File: config.mk
export PLATFORM = sky130hd
export DESIGN_NAME = byte_stuffing_info_framer_top
export DESIGN_NICKNAME = d
export VERILOG_FILES = /design/src/design/bsif_pkg.sv /design/src/design/byte_stuffing_info_framer_top.sv /design/src/design/bsif_front.sv /design/src/design/bsif_queue.sv /design/src/design/bsif_back.sv
export VERILOG_INCLUDE_DIRS = /design/src /design/src/design
export SDC_FILE = /design/constraint.sdc
export NUM_CORES = 1
export LEC_CHECK = 0
export ABC_CLOCK_PERIOD_IN_PS = 4480
export BUFFER_PORTS_ARGS = -buffer_cell sky130_fd_sc_hd__buf_2
export CORE_MARGIN = 2
export CORE_UTILIZATION = 57
export DETAILED_ROUTE_END_ITERATION = 6
export PLACE_DENSITY = 0.72
export SETUP_SLACK_MARGIN = 0.3
export SKIP_LAST_GASP = 1
export SLEW_MARGIN = 20
export SYNTH_ARGS = -nofsm -noshare
export SYNTH_HDL_FRONTEND = slang
export SYNTH_SLANG_ARGS = --single-unit
File: constraint.sdc
create_clock -name clock -period 4.48 [get_ports clock]
set_clock_uncertainty 0.2 [all_clocks]
set_input_delay 0.896 -clock clock [delete_from_list [all_inputs] [get_ports clock]]
set_output_delay 0.896 -clock clock [all_outputs]
set_load 0.05 [all_outputs]
File: src/design/assert_macros.svh
// ----------------------------------------------------------------------------
// assert_macros
// shared concurrent assertion macros for the framer rtl
// ----------------------------------------------------------------------------
`ifndef ASSERT_MACROS_SVH
`define ASSERT_MACROS_SVH

// condition must never hold outside reset
`define ASSERT_NEVER(label, clk, rst, cond, msg) \
   label: assert property (@(posedge clk) disable iff (rst) !(cond)) else $error(msg);

// antecedent implies consequent in the same cycle
`define ASSERT_IMPLY(label, clk, rst, ante, cons, msg) \
   label: assert property (@(posedge clk) disable iff (rst) (ante) |-> (cons)) \
      else $error(msg);

// antecedent implies consequent in the next cycle
`define ASSERT_NEXT(label, clk, rst, ante, cons, msg) \
   label: assert property (@(posedge clk) disable iff (rst) (ante) |=> (cons)) \
      else $error(msg);

`endif

File: src/design/bsif_pkg.sv
// ----------------------------------------------------------------------------
// bsif_pkg
// shared types and constants of the byte stuffing info framer
// ----------------------------------------------------------------------------
`default_nettype none

package bsif_pkg;

   localparam logic [7:0] FLAG_BYTE = 8'h7E;
   localparam logic [7:0] ESC_BYTE  = 8'h7D;
   localparam logic [7:0] ESC_MASK  = 8'h20;

   localparam logic [7:0] ADDRESS_RESET = 8'h03;
   localparam logic [7:0] CONTROL_RESET = 8'h00;

   localparam int CSR_INDEX_W = 1;
   localparam logic [CSR_INDEX_W-1:0] CSR_ADDRESS = 1'd0;
   localparam logic [CSR_INDEX_W-1:0] CSR_CONTROL = 1'd1;

   localparam int QUEUE_DEPTH = 4;
   localparam int QUEUE_PTR_W = $clog2(QUEUE_DEPTH);
   localparam int QUEUE_CNT_W = $clog2(QUEUE_DEPTH + 1);

   typedef struct packed {
      logic       header;
      logic       last;
      logic [7:0] address;
      logic [7:0] control;
      logic [7:0] data;
      logic [7:0] check;
   } job_type;

   function automatic logic needs_escape(input logic [7:0] value);
      needs_escape = (value == FLAG_BYTE) || (value == ESC_BYTE);
   endfunction

endpackage

`default_nettype wire

File: src/design/byte_stuffing_info_framer_top.sv
// ----------------------------------------------------------------------------
// byte_stuffing_info_framer_top
// byte stuffing information frame transmitter
// ----------------------------------------------------------------------------
// A payload byte can be pushed every cycle while the four-entry job queue has
// room. Each byte expands to 1 to 9 line bytes (4-byte header on the first
// byte of a frame, 2 bytes for an escaped value, stuffed check and closing
// flag on the last byte), and the back-end sequencer emits one line byte per
// cycle while the result stage is free or being popped. With the framer idle,
// the first line byte of a pushed byte passes through the queue entry and then
// the result register before it reaches the result ports. Header registers
// take effect for frames whose first byte is accepted after the write.
`default_nettype none

module byte_stuffing_info_framer_top (
   input  wire logic                             clock,
   input  wire logic                             reset,
   input  wire logic                             csr_write_enable,
   input  wire logic [bsif_pkg::CSR_INDEX_W-1:0] csr_index,
   input  wire logic [7:0]                       csr_write_data,
   input  wire logic                             push,
   output logic                                  full,
   input  wire logic [7:0]                       req_data_byte,
   input  wire logic                             req_last_byte,
   output logic                                  empty,
   input  wire logic                             pop,
   output logic [7:0]                            rsp_line_byte,
   output logic                                  rsp_frame_end
);
   import bsif_pkg::*;

   job_type front_job;
   job_type head_job;
   logic    accept;
   logic    queue_empty;
   logic    queue_pop;

   assign accept = push && !full;

   bsif_front u_front (
      .clock            (clock),
      .reset            (reset),
      .csr_write_enable (csr_write_enable),
      .csr_index        (csr_index),
      .csr_write_data   (csr_write_data),
      .accept           (accept),
      .data_byte        (req_data_byte),
      .last_byte        (req_last_byte),
      .job              (front_job)
   );

   bsif_queue u_queue (
      .clock    (clock),
      .reset    (reset),
      .push     (accept),
      .push_job (front_job),
      .full     (full),
      .pop      (queue_pop),
      .empty    (queue_empty),
      .head_job (head_job)
   );

   bsif_back u_back (
      .clock         (clock),
      .reset         (reset),
      .job_empty     (queue_empty),
      .job           (head_job),
      .job_pop       (queue_pop),
      .rsp_pop       (pop),
      .rsp_empty     (empty),
      .rsp_line_byte (rsp_line_byte),
      .rsp_frame_end (rsp_frame_end)
   );

endmodule

`default_nettype wire

File: src/design/bsif_front.sv
// ----------------------------------------------------------------------------
// bsif_front
// accepts payload bytes, holds the header registers and running check,
// and builds one job per byte for the back end
// ----------------------------------------------------------------------------
`default_nettype none

module bsif_front (
   input  wire logic                             clock,
   input  wire logic                             reset,
   input  wire logic                             csr_write_enable,
   input  wire logic [bsif_pkg::CSR_INDEX_W-1:0] csr_index,
   input  wire logic [7:0]                       csr_write_data,
   input  wire logic                             accept,
   input  wire logic [7:0]                       data_byte,
   input  wire logic                             last_byte,
   output bsif_pkg::job_type                     job
);
   import bsif_pkg::*;

   logic [7:0] address_ff, address_in;
   logic [7:0] control_ff, control_in;
   logic       header_sent_ff, header_sent_in;
   logic [7:0] check_ff, check_in;
   logic [7:0] check_next;

   always_comb begin
      address_in = address_ff;
      control_in = control_ff;
      if (csr_write_enable) begin
         case (csr_index)
            CSR_ADDRESS: address_in = csr_write_data;
            CSR_CONTROL: control_in = csr_write_data;
            default: begin
            end
         endcase
      end
   end

   assign check_next = (header_sent_ff ? check_ff : 8'h00) ^ data_byte;

   always_comb begin
      header_sent_in = header_sent_ff;
      check_in       = check_ff;
      if (accept) begin
         header_sent_in = !last_byte;
         check_in       = last_byte ? 8'h00 : check_next;
      end
   end

   always_comb begin
      job.header  = !header_sent_ff;
      job.last    = last_byte;
      job.address = address_ff;
      job.control = control_ff;
      job.data    = data_byte;
      job.check   = check_next;
   end

   always_ff @(posedge clock) begin
      if (reset) begin
         address_ff     <= ADDRESS_RESET;
         control_ff     <= CONTROL_RESET;
         header_sent_ff <= 1'b0;
         check_ff       <= 8'h00;
      end else begin
         address_ff     <= address_in;
         control_ff     <= control_in;
         header_sent_ff <= header_sent_in;
         check_ff       <= check_in;
      end
   end

   `include "assert_macros.svh"

   `ASSERT_NEXT(a_last_closes, clock, reset, accept && last_byte, !header_sent_ff, "frame not closed")
   `ASSERT_NEXT(a_check_cleared, clock, reset, accept && last_byte, check_ff == 8'h00, "check kept")

endmodule

`default_nettype wire

File: src/design/bsif_queue.sv
// ----------------------------------------------------------------------------
// bsif_queue
// short first-word-fall-through job queue between front and back
// ----------------------------------------------------------------------------
`default_nettype none

module bsif_queue (
   input  wire logic              clock,
   input  wire logic              reset,
   input  wire logic              push,
   input  wire bsif_pkg::job_type push_job,
   output logic                   full,
   input  wire logic              pop,
   output logic                   empty,
   output bsif_pkg::job_type      head_job
);
   import bsif_pkg::*;

   job_type                entry_ff [QUEUE_DEPTH];
   logic [QUEUE_PTR_W-1:0] wr_ptr_ff, wr_ptr_in;
   logic [QUEUE_PTR_W-1:0] rd_ptr_ff, rd_ptr_in;
   logic [QUEUE_CNT_W-1:0] count_ff, count_in;

   assign full     = (count_ff == QUEUE_CNT_W'(QUEUE_DEPTH));
   assign empty    = (count_ff == '0);
   assign head_job = entry_ff[rd_ptr_ff];

   always_comb begin
      wr_ptr_in = push ? wr_ptr_ff + QUEUE_PTR_W'(1) : wr_ptr_ff;
      rd_ptr_in = pop  ? rd_ptr_ff + QUEUE_PTR_W'(1) : rd_ptr_ff;
      count_in  = count_ff;
      if (push && !pop) begin
         count_in = count_ff + QUEUE_CNT_W'(1);
      end else if (pop && !push) begin
         count_in = count_ff - QUEUE_CNT_W'(1);
      end
   end

   always_ff @(posedge clock) begin
      if (push) begin
         entry_ff[wr_ptr_ff] <= push_job;
      end
   end

   always_ff @(posedge clock) begin
      if (reset) begin
         wr_ptr_ff <= '0;
         rd_ptr_ff <= '0;
         count_ff  <= '0;
      end else begin
         wr_ptr_ff <= wr_ptr_in;
         rd_ptr_ff <= rd_ptr_in;
         count_ff  <= count_in;
      end
   end

   `include "assert_macros.svh"

   `ASSERT_NEVER(a_pop_empty, clock, reset, pop && empty, "pop from empty queue")
   `ASSERT_NEVER(a_push_full, clock, reset, push && full, "push into full queue")

endmodule

`default_nettype wire

File: src/design/bsif_back.sv
// ----------------------------------------------------------------------------
// bsif_back
// sequences each job into line bytes with stuffing into a registered result stage,
// one byte per cycle while that stage is free or being popped
// ----------------------------------------------------------------------------
`default_nettype none

module bsif_back (
   input  wire logic              clock,
   input  wire logic              reset,
   input  wire logic              job_empty,
   input  wire bsif_pkg::job_type job,
   output logic                   job_pop,
   input  wire logic              rsp_pop,
   output logic                   rsp_empty,
   output logic [7:0]             rsp_line_byte,
   output logic                   rsp_frame_end
);
   import bsif_pkg::*;

   localparam logic [3:0] PH_START = 4'd0;
   localparam logic [3:0] PH_FLAG  = 4'd1;
   localparam logic [3:0] PH_ADDR  = 4'd2;
   localparam logic [3:0] PH_CTRL  = 4'd3;
   localparam logic [3:0] PH_HXOR  = 4'd4;
   localparam logic [3:0] PH_DATA  = 4'd5;
   localparam logic [3:0] PH_DESC  = 4'd6;
   localparam logic [3:0] PH_CHK   = 4'd7;
   localparam logic [3:0] PH_CESC  = 4'd8;
   localparam logic [3:0] PH_END   = 4'd9;

   logic [3:0] phase_ff, phase_in;
   logic [3:0] phase_cur;
   logic [3:0] phase_next;
   logic       done;
   logic       emit;
   logic       out_free;
   logic [7:0] byte_cur;
   logic       end_cur;
   logic       out_valid_ff, out_valid_in;
   logic [7:0] out_byte_ff;
   logic       out_end_ff;

   assign out_free = !out_valid_ff || rsp_pop;
   assign emit     = out_free && !job_empty;
   assign phase_cur = (phase_ff == PH_START) ? (job.header ? PH_FLAG : PH_DATA) : phase_ff;

   always_comb begin
      byte_cur   = FLAG_BYTE;
      end_cur    = 1'b0;
      phase_next = PH_START;
      done       = 1'b0;
      case (phase_cur)
         PH_FLAG: begin
            byte_cur   = FLAG_BYTE;
            phase_next = PH_ADDR;
         end
         PH_ADDR: begin
            byte_cur   = job.address;
            phase_next = PH_CTRL;
         end
         PH_CTRL: begin
            byte_cur   = job.control;
            phase_next = PH_HXOR;
         end
         PH_HXOR: begin
            byte_cur   = job.address ^ job.control;
            phase_next = PH_DATA;
         end
         PH_DATA: begin
            if (needs_escape(job.data)) begin
               byte_cur   = ESC_BYTE;
               phase_next = PH_DESC;
            end else begin
               byte_cur   = job.data;
               phase_next = job.last ? PH_CHK : PH_START;
               done       = !job.last;
            end
         end
         PH_DESC: begin
            byte_cur   = job.data ^ ESC_MASK;
            phase_next = job.last ? PH_CHK : PH_START;
            done       = !job.last;
         end
         PH_CHK: begin
            if (needs_escape(job.check)) begin
               byte_cur   = ESC_BYTE;
               phase_next = PH_CESC;
            end else begin
               byte_cur   = job.check;
               phase_next = PH_END;
            end
         end
         PH_CESC: begin
            byte_cur   = job.check ^ ESC_MASK;
            phase_next = PH_END;
         end
         PH_END: begin
            byte_cur   = FLAG_BYTE;
            end_cur    = 1'b1;
            phase_next = PH_START;
            done       = 1'b1;
         end
         default: begin
            phase_next = PH_START;
         end
      endcase
   end

   assign job_pop  = emit && done;
   assign phase_in = emit ? phase_next : phase_ff;

   always_comb begin
      out_valid_in = out_valid_ff;
      if (emit) begin
         out_valid_in = 1'b1;
      end else if (rsp_pop) begin
         out_valid_in = 1'b0;
      end
   end

   always_ff @(posedge clock) begin
      if (emit) begin
         out_byte_ff <= byte_cur;
         out_end_ff  <= end_cur;
      end
   end

   always_ff @(posedge clock) begin
      if (reset) begin
         phase_ff     <= PH_START;
         out_valid_ff <= 1'b0;
      end else begin
         phase_ff     <= phase_in;
         out_valid_ff <= out_valid_in;
      end
   end

   assign rsp_empty     = !out_valid_ff;
   assign rsp_line_byte = out_byte_ff;
   assign rsp_frame_end = out_end_ff;

   `include "assert_macros.svh"

   `ASSERT_IMPLY(a_end_is_flag, clock, reset, !rsp_empty && rsp_frame_end, rsp_line_byte == FLAG_BYTE, "frame end not on flag")
   `ASSERT_NEXT(a_escape_follows, clock, reset, emit && (phase_next == PH_DESC || phase_next == PH_CESC), phase_ff == PH_DESC || phase_ff == PH_CESC, "escape second byte lost")

endmodule

`default_nettype wire
Word-level counts from Yosys, hierarchy flattened:

Memory sizes are Yosys's and may differ from the RTL's. A register that Yosys moved wholly into a read port is not among the register bits.
Index checks and enable logic that the tools add are counted.

* reduce and logical (&&, ||, !) cells: 22
* equal/unequal tests: 14
* muxes and demuxes: 22
* $add $sub $neg: 4
* bitwise operators: 5

Operators with widths (count)
* 8-bit case mux with 7 select lines: 1
* 8-bit by 7-bit == test with 1-bit output (second input constant): 4
* 8-bit 2-to-1 mux: 4
* 4-bit case mux with 8 select lines: 1
* 4-bit by 3-bit == test with 1-bit output (second input constant): 4
* 8-bit XOR: 2
* 3-bit 2-to-1 mux: 4
* 4-bit by 2-bit == test with 1-bit output (second input constant): 2
* 4-bit == test (second input constant): 2
* 1-bit zero test: 8
* 4-bit 2-to-1 mux: 2
* 1-bit 2-to-1 mux: 7
* 1-bit logical AND: 5
* 2-bit by 1-bit adder with 2-bit output (second input constant): 2
* 4-bit by 1-bit == test with 1-bit output (second input constant): 1
* 4-bit zero test: 1
* 2-bit 2-to-1 mux: 2
* 2-bit AND reduction: 2
* 2-bit nonzero test: 2
* 3-bit by 1-bit adder with 3-bit output (second input constant): 1
* 3-bit == test (second input constant): 1
* 3-bit zero test: 1
* 1-bit logical OR: 3
* 1-bit inverter: 3
* other kinds (2): 2

* bits of input ports: 23
* flip-flop bits (word level): 46
* output and inout bits: 11
* word-level logic and storage cells: 79
* memory bits (writable): 136
* memories: 1

Memories
* u_queue.entry_ff: words 4, bits a word 34, rd ports 1, clocked after memory_dff 1, write ports 1, RTL line bsif_queue.sv:19 `job_type entry_ff [QUEUE_DEPTH];`

Depth between registers and ports, before layout:

Gate-level depths: netlist of the first run.

* depth after elaboration: 8
* mapped depth: 13

By module:

From an unflattened synthesis of the first run, not the netlist that was laid out.

* cells, all modules: 525
* area total of the unflattened synthesis: 7850.0 µm²

By module, submodules not included
* bsif_queue: instances 1, cells an instance 222, area each 5383.9 µm², sequential area each 4264.1 µm²
* bsif_back: instances 1, cells an instance 153, area each 1262.5 µm², sequential area each 370.4 µm²
* bsif_front: instances 1, cells an instance 149, area each 1189.9 µm², sequential area each 500.5 µm²
* byte_stuffing_info_framer_top: instances 1, cells an instance 1, area each 13.8 µm², sequential area each 0.0 µm²

Least setup slack after synthesis of the first run:

Ideal clock, no wire load.

* path kind: register to register
* start point: register u_queue.count_ff[0]
* end point: register u_queue.count_ff[2]
* data required time: 4.210 ns
* path buffers: 2
* setup slack: 0.766 ns
* arrival: 3.443 ns
* stages on the path, launching flop included: 12
* library setup time: 0.070 ns
* path through: dfxtp_1 -> nor3b_1 -> nand2b_1 -> clkbuf_1 -> clkinv_1 -> clkbuf_1 -> ha_1 -> inv_1 -> fa_1 -> xor2_1 -> or3_1 -> a21oi_1

* elaborated cells on any way between the ends: 16
* those cells by class: 2 x add/sub; 1 x eq/ne; 2 x mux; 11 x reduce/logical

RTL lines
* start, declared: RTL line bsif_queue.sv:22 `logic [QUEUE_CNT_W-1:0] count_ff, count_in;`
* start signal, assigned: RTL line bsif_queue.sv:53 `count_ff <= count_in;`
* 3-bit == test (*): RTL line bsif_queue.sv:24 `assign full = (count_ff == QUEUE_CNT_W'(QUEUE_DEPTH));`
* named net full: RTL line byte_stuffing_info_framer_top.sv:22 `output logic full,`
* 1-bit zero test (*): RTL line byte_stuffing_info_framer_top.sv:38 `assign accept = push && !full;`
* 1-bit logical AND (*): RTL line byte_stuffing_info_framer_top.sv:38
* named net accept: RTL line byte_stuffing_info_framer_top.sv:34 `logic accept;`
* 1-bit zero test: RTL line bsif_queue.sv:34 `end else if (pop && !push) begin`
* 1-bit logical AND: RTL line bsif_queue.sv:34
* 2-bit nonzero test (no source line)

Mark *: on every way through the listed nets, which the timed path passes. The rest lies on a longest branch. The select of a mux whose other input is x is not followed.
A chain may end at the register's enable or synchronous reset.

==> out/metrics.csv, run 1 <==
stage,metric,value,unit
die,chipHeight,120,um
critical_path,end_kind,register,
yosys,yosysTopAreaCell,sky130_fd_sc_hd__edfxtp_1,
die,design.core.area,13200,um^2
detailed_routing,met2RoutedLength,7.54,mm
grt,grt_pass1_wl,24.2,mm
yosys,syn_area,7640,um^2
yosys,yosys_warnings,0,
critical_path,cp_cell_sequence,buf_4 > mux4_2 > nand4b_1 > nor3_2 > and3b_1 > or3_1 > ha_1 > inv_1 > fa_1 > xor2_1 > or3_1 > a21oi_1,
yosys,syn_inst,513,
grt,grt_max_degree,39,
final_layout,final_layout_size_suffix_gt1_frac,0.193,
detailed_routing,drt_wl_cell,20.6,um
final_layout,utilization,0.644,
die,row_count,42,
detailed_routing,antenna_left,0,
placement,placed_area,7960,um^2
pwr,cellLeakagePower,0.00279,uW
sta,final.setup.tns,0,ns
clocking,clkLatencyLatePin,0.42,ns
clocking,cts_hold_buffers,0,
critical_path,critPathMaxFanout,30,
flow_run,max_cap_violations,0,
clocking,post_cts_resized,0,
yosys,yosys_register_bits,184,
critical_path,critPathTopFamily,simple AND/OR/NAND/NOR gates,
sta,setup_viol,0,
detailed_routing,drtPass1Iterations,5,
yosys,mappedNetlistNets,542,
clocking,cts_tree,yes,
detailed_routing,detailedRoute.firstIterationViolations,456,
critical_path,critical_setup_path_class,register to register,
yosys,synth_top_flop_cell,sky130_fd_sc_hd__edfxtp_1,
grt,grt_pass1_vias,4397,
grt,globalRouteOverflowTotal,0,
final_layout,postLayoutCellArea,8500,um^2
final_layout,nets,576,
clocking,h_tree_depth_reported_by_cts,4,
pwr,power.density_cell_area,590,nW/um^2
placement,hpwl,9.58,mm
critical_path,critPathLaunchType,register,
yosys,synthesis.area_per_instance,14.9,um^2
yosys,post_synth_main_area_contributors,"sky130_fd_sc_hd__edfxtp_1 (57%), sky130_fd_sc_hd__dfxtp_1 (10%), sky130_fd_sc_hd__mux4_2 (8.8%)",
clocking,cts.path.max_buffers,2,
sta,timing.final.hold_violations,0,
placement,globalplace.congestion,0.892,
clocking,clk_transition_reported_paths,0.06,ns
yosys,seq_area_frac_synth,0.672,
grt,antenna_found_initial,0,
detailed_routing,via_count,4404,
critical_path,crit_path_top_delay_cell,sky130_fd_sc_hd__buf_4,
critical_path,cp.buffers_inverters,2,
sta,tightest_slew,0.852,ns
sta,fin_ws,0.698,ns
critical_path,critical_path_most_common_cell,sky130_fd_sc_hd__or3_1,
detailed_routing,route.final.wire_length,15.2,mm
placement,worst_slack_after_detailed_placement,0.683,ns
final_layout,insertedDiodeCount,0,
yosys,number_of_enable_type_register_cells_in_the_synthesized_netlist,145,
detailed_routing,detail_route.vias_per_cell,5.98,
sta,fin_crit_sh,0.844,
outcome,run_status,finished clean,
grt,gr-usage-all-layers,0.229,
yosys,area_share_of_the_leading_cell_type_in_the_synthesized_netlist,0.570,
sta,timing_max_transition_violations_final,0,
yosys,synth_cell_type_count,54,
critical_path,crit_required,4.63,ns
clocking,post-cts-setup-buffers,0,
die,initial_utilization,0.579,
clocking,cts_root_buf,sky130_fd_sc_hd__clkbuf_16,
yosys,post_synth_most_frequent_cells,"sky130_fd_sc_hd__edfxtp_1 (145), sky130_fd_sc_hd__nand2_1 (65), sky130_fd_sc_hd__dfxtp_1 (39)",
sta,min_period,3.78,ns
sta,fmaxAchievable,0.264,GHz
detailed_routing,route.top_layer_used,met4,
critical_path,crit_path_max_incr_delay,0.53,ns
sta,unrepaired_setup_endpoints_after_global_routing,false,
yosys,ys_async_sr_fraction,0,
critical_path,worst-endpoint-arrival,3.93,ns
detailed_routing,met3RoutedLength,783,um
pwr,total_power,5020,uW
clocking,cts.sink_count,184,
die,chipWidth,120,um
yosys,yosys.cell_count.top_type,sky130_fd_sc_hd__edfxtp_1,
placement,place.port_buffers,33,
final_layout,layout-area-overhead-vs-synth,11.2,%
pwr,vdd_drop_max,302,uV
sta,max_slew_margin,0.426,
detailed_routing,route.detailed.drc,0,
clocking,tritoncts.num_buffers,17,
min_path,holdCritPathClass,register to register,
die,io-pin-count,34,
detailed_routing,m1WireLength,6.61,mm
die,floorplan.die_area,14300,um^2
==> metrics by stage <==
step / cells / hold WS (ns)
final: 736 / 0.256
after global routing: 736 / 0.289
after CTS: 736 / 0.259
after detailed placement: 704 / 0.251
after global placement: 704 / 0.238
after floorplan: 513 / 0.232
==> sequential cells by signal, indices dropped and copies added, names as in the netlist, named ones only <==
signal / flops
u_queue.rd_ptr_ff: 2
u_front.check_ff: 8
u_queue.count_ff: 3
u_queue.entry_ff: 136
u_back.out_valid_ff: 1
u_back.rsp_frame_end: 1
u_front.address_ff: 8
u_back.phase_ff: 4
u_back.rsp_line_byte: 8
u_front.control_ff: 8
u_queue.wr_ptr_ff: 2
u_front.header_sent_ff: 1
==> cell families (layout without fill, tap and decap cells) <==
| logic type | count (synthesis) | count (layout) | synth area share |
|---|---|---|---|
| and+or+nand+nor | 148 | 148 | 0.0937 |
| xor gates and xnor gates | 19 | 19 | 0.0218 |
| DFF | 184 | 184 | 0.672 |
| buffers and inverters | 37 | 84 | 0.0218 |
| muxes | 40 | 40 | 0.111 |
| AOI/OAI and AO/OA | 79 | 79 | 0.0693 |
| adders and majority gates | 6 | 6 | 0.0108 |
==> placed cells by master, fill, tap and decap left out, types with 3 or more instances in the layout <==
cell type	netlist	routed
sky130_fd_sc_hd__ha_1	5	5
sky130_fd_sc_hd__mux4_1	4	4
sky130_fd_sc_hd__buf_4	0	8
sky130_fd_sc_hd__nor2_1	24	24
sky130_fd_sc_hd__a21o_1	4	4
sky130_fd_sc_hd__and2_1	4	4
sky130_fd_sc_hd__nand4_1	4	4
sky130_fd_sc_hd__or3_1	3	3
sky130_fd_sc_hd__a31oi_1	3	3
sky130_fd_sc_hd__clkbuf_8	0	3
sky130_fd_sc_hd__nand2b_1	7	7
sky130_fd_sc_hd__mux4_2	30	30
sky130_fd_sc_hd__a21oi_1	34	34
sky130_fd_sc_hd__o32ai_1	3	3
sky130_fd_sc_hd__dfxtp_1	39	38
sky130_fd_sc_hd__edfxtp_1	145	145
sky130_fd_sc_hd__clkbuf_16	0	18
sky130_fd_sc_hd__mux2_2	3	3
sky130_fd_sc_hd__inv_1	9	9
sky130_fd_sc_hd__nand3b_1	10	10
sky130_fd_sc_hd__o22ai_1	3	3
sky130_fd_sc_hd__clkbuf_1	17	8
sky130_fd_sc_hd__nand3_1	16	16
sky130_fd_sc_hd__xnor2_1	17	17
sky130_fd_sc_hd__mux2i_1	3	3
sky130_fd_sc_hd__buf_2	4	33
sky130_fd_sc_hd__nand2_1	65	65
sky130_fd_sc_hd__nor3_1	4	4
sky130_fd_sc_hd__clkinv_2	0	3
sky130_fd_sc_hd__o21ai_0	12	12
sky130_fd_sc_hd__a221oi_1	3	3
==> cell type report <==
cell class	instances	area (um^2)
Multi-Input combinational cell	292	2340
Sequential cell	184	5140
Clock inverter	3	15.0
Fill cell	952	4690
Timing Repair Buffer	41	225
Clock buffer	29	522
Tap cell	176	220
Inverter	11	41.3
==> per-layer routing <==
layer / vias to the layer above / GRT usage
met5: - / 0
met4: 0 / 0.0868
met3: 19 / 0.0523
met2: 141 / 0.362
met1: 2214 / 0.313
li1: 2030 / -
==> tightest hold or removal path, cell delays in order, from the launching register on <==
cell,delay [ns]
sky130_fd_sc_hd__dfxtp_1,0.31
sky130_fd_sc_hd__nand2_1,0.05
sky130_fd_sc_hd__a21oi_1,0.05
==> power by group <==
part | leakage, uW | switching, uW | internal (uW)
logic | 0.000869 | 897 | 495
registers | 0.00166 | 124 | 2140
clock network | 0.000265 | 570 | 785
==> worst paths after layout <==
path,depth (start not counted),endpoint,start,slack (ns)
max,12,u_queue.count_ff[2],register,0.70
min,2,u_front.check_ff[5],u_front.check_ff[5],0.26
max reg2reg,12,u_queue.count_ff[2],register,0.70
min reg2reg,2,u_front.check_ff[5],u_front.check_ff[5],0.26
Power figures use the tool's default switching activity.
==> run 2: changes to the inputs <==
ABC_CLOCK_PERIOD_IN_PS = 3900   (was 4480)
clock period = 3.9 ns   (was 4.48 ns; I/O delays follow)
==> out/metrics.csv, run 2 (synthesis gave the netlist of run 1 again) <==
stage,metric,value,unit
outcome,run_status,finished clean,
critical_path,ff_to_ff_setup_slack,0.45,ns
die,chipWidth,120,um
die,design.core.area,13200,um^2
sta,tightest_slew,1.01,ns
placement,place.port_buffers,33,
clocking,clkLatencyLatePin,0.43,ns
final_layout,nets,582,
sta,final.setup.tns,0,ns
pwr,power.density_cell_area,689,nW/um^2
detailed_routing,route.final.wire_length,15.6,mm
clocking,cts.path.max_buffers,2,
final_layout,largest_register_ff_count,136,
die,floorplan.die_area,14300,um^2
clocking,cts_hold_buffers,0,
clocking,cts_tree,yes,
grt,grt_max_degree,39,
final_layout,insertedDiodeCount,0,
clocking,cts.sink_count,184,
flow_run,max_cap_violations,0,
critical_path,crit_path_top_delay_cell,sky130_fd_sc_hd__mux4_1,
grt,antenna_found_initial,0,
final_layout,layout.filler_cells,898,
critical_path,critical_setup_path_class,register to register,
pwr,cellLeakagePower,0.00287,uW
pwr,vdd_drop_max,551,uV
die,io-pin-count,34,
critical_path,critPathMaxFanout,5,
critical_path,crit_required,4.05,ns
clocking,tritoncts.num_buffers,17,
final_layout,seqCellArea,5140,um^2
critical_path,worstSetupPathDepth,11,
critical_path,critPathLaunchType,register,
sta,fin_crit_sh,0.884,
sta,fmaxAchievable,0.290,GHz
final_layout,register_containing_the_most_flip_flops_in_the_final_layout,u_queue.entry_ff,
sta,setup_viol,0,
detailed_routing,detail_route.vias_per_cell,6.02,
sta,timing.final.hold_violations,0,
sta,min_period,3.45,ns
detailed_routing,via_count,4469,
die,chipHeight,120,um
detailed_routing,route.detailed.drc,0,
critical_path,cp.buffers_inverters,1,
critical_path,cp_cell_sequence,mux4_1 > xnor2_1 > nor3_4 > and3b_2 > or3_1 > ha_1 > inv_1 > fa_1 > xor2_1 > or3_1 > a21oi_1,
final_layout,utilization,0.656,
clocking,clk_transition_reported_paths,0.07,ns
grt,grt_pass1_vias,4557,
grt,grt.busiest_layer,met2,
min_path,holdCritPathClass,register to register,
final_layout,total_area_of_multi_input_combinational_cells,2350,um^2
detailed_routing,drt_wl_cell,21.0,um
die,row_count,42,
detailed_routing,antenna_left,0,
critical_path,critical_path_most_common_cell,sky130_fd_sc_hd__or3_1,
critical_path,critPathTopFamily,simple AND/OR/NAND/NOR gates,
sta,max_slew_margin,0.329,
die,initial_utilization,0.579,
sta,unrepaired_setup_endpoints_after_global_routing,false,
final_layout,most-common-layout-cells,"sky130_fd_sc_hd__edfxtp_1 (145), sky130_fd_sc_hd__nand2_1 (65), sky130_fd_sc_hd__dfxtp_1 (37)",
grt,gr-usage-all-layers,0.234,
placement,hpwl,10.3,mm
grt,grt_util_met3,0.0452,
min_path,hold-path-cell-count,2,
detailed_routing,drtPass1Iterations,5,
critical_path,worst-endpoint-arrival,3.60,ns
placement,globalplace.congestion,0.880,
sta,timing_max_transition_violations_final,0,
detailed_routing,detailedRoute.firstIterationViolations,412,
critical_path,end_kind,register,
clocking,cts_root_buf,sky130_fd_sc_hd__clkbuf_16,
final_layout,commonest_non_fill_non_tap_cell_in_the_layout,sky130_fd_sc_hd__edfxtp_1,
grt,globalRouteOverflowTotal,0,
grt,met1_usage,0.318,
grt,grtUsageMet2,0.378,
final_layout,layout-area-overhead-vs-synth,13.3,%
final_layout,final_layout_size_suffix_gt1_frac,0.217,
critical_path,crit_path_max_incr_delay,0.61,ns
grt,grt_pass1_wl,24.8,mm
critical_path,reg2regPathDepth,11,
clocking,h_tree_depth_reported_by_cts,4,
-- run 2: per-layer routing --
metal | vias up | part of all wire
li1 | 2045 | -
met1 | 2237 | 0.43
met2 | 162 | 0.50
met3 | 25 | 0.060
met4 | 0 | 0.019
met5 | - | 0
-- run 2: worst reg2reg max path, stage by stage (launching register included) --
cell	delay, ns
sky130_fd_sc_hd__dfxtp_4	0.40
sky130_fd_sc_hd__mux4_1	0.61
sky130_fd_sc_hd__xnor2_1	0.20
sky130_fd_sc_hd__nor3_4	0.25
sky130_fd_sc_hd__and3b_2	0.27
sky130_fd_sc_hd__or3_1	0.17
sky130_fd_sc_hd__ha_1	0.20
sky130_fd_sc_hd__inv_1	0.06
sky130_fd_sc_hd__fa_1	0.37
sky130_fd_sc_hd__xor2_1	0.18
sky130_fd_sc_hd__or3_1	0.31
sky130_fd_sc_hd__a21oi_1	0.15
-- run 2: report_power, final --
group	switching, uW	internal, uW
Combinational	1050	588
Clock	714	1010
Sequential	136	2460
-- run 2: layout make-up --
type | instances | share of cell area
flip-flops and latches | 184 | 0.594
multi-input cells | 292 | 0.271
clock buffers | 17 | 0.0492
repair buffers | 47 | 0.0354
well taps | 176 | 0.0254
clock inverters | 15 | 0.0201
inverters | 11 | 0.00477
-- run 2: metrics by stage --
step	setup WS (ns)	instances	instance area, um^2	total power [uW]	hold WS, ns
finish	0.452	742	8650	5960	0.254
global route	0.304	742	8650	6220	0.293
global placement	0.501	710	8040	4230	0.238
floorplan	0.635	513	7640	3810	0.232
detailed placement	0.373	710	8040	4270	0.247
CTS	0.316	742	8640	5980	0.257
-- run 2: worst paths after layout --
kind                    endpoint                start
max          u_queue.count_ff[2]             register
min          u_front.check_ff[2]  u_front.check_ff[2]
max reg2reg  u_queue.count_ff[2]             register
min reg2reg  u_front.check_ff[2]  u_front.check_ff[2]
-- run 2: repair_timing --
| item | 4_1_cts | 5_1_grt |
|---|---|---|
| endpoints found under the setup margin | 0 | 2 |
| resized for setup | 0 | 8 |
| setup buffers | 0 | 0 |
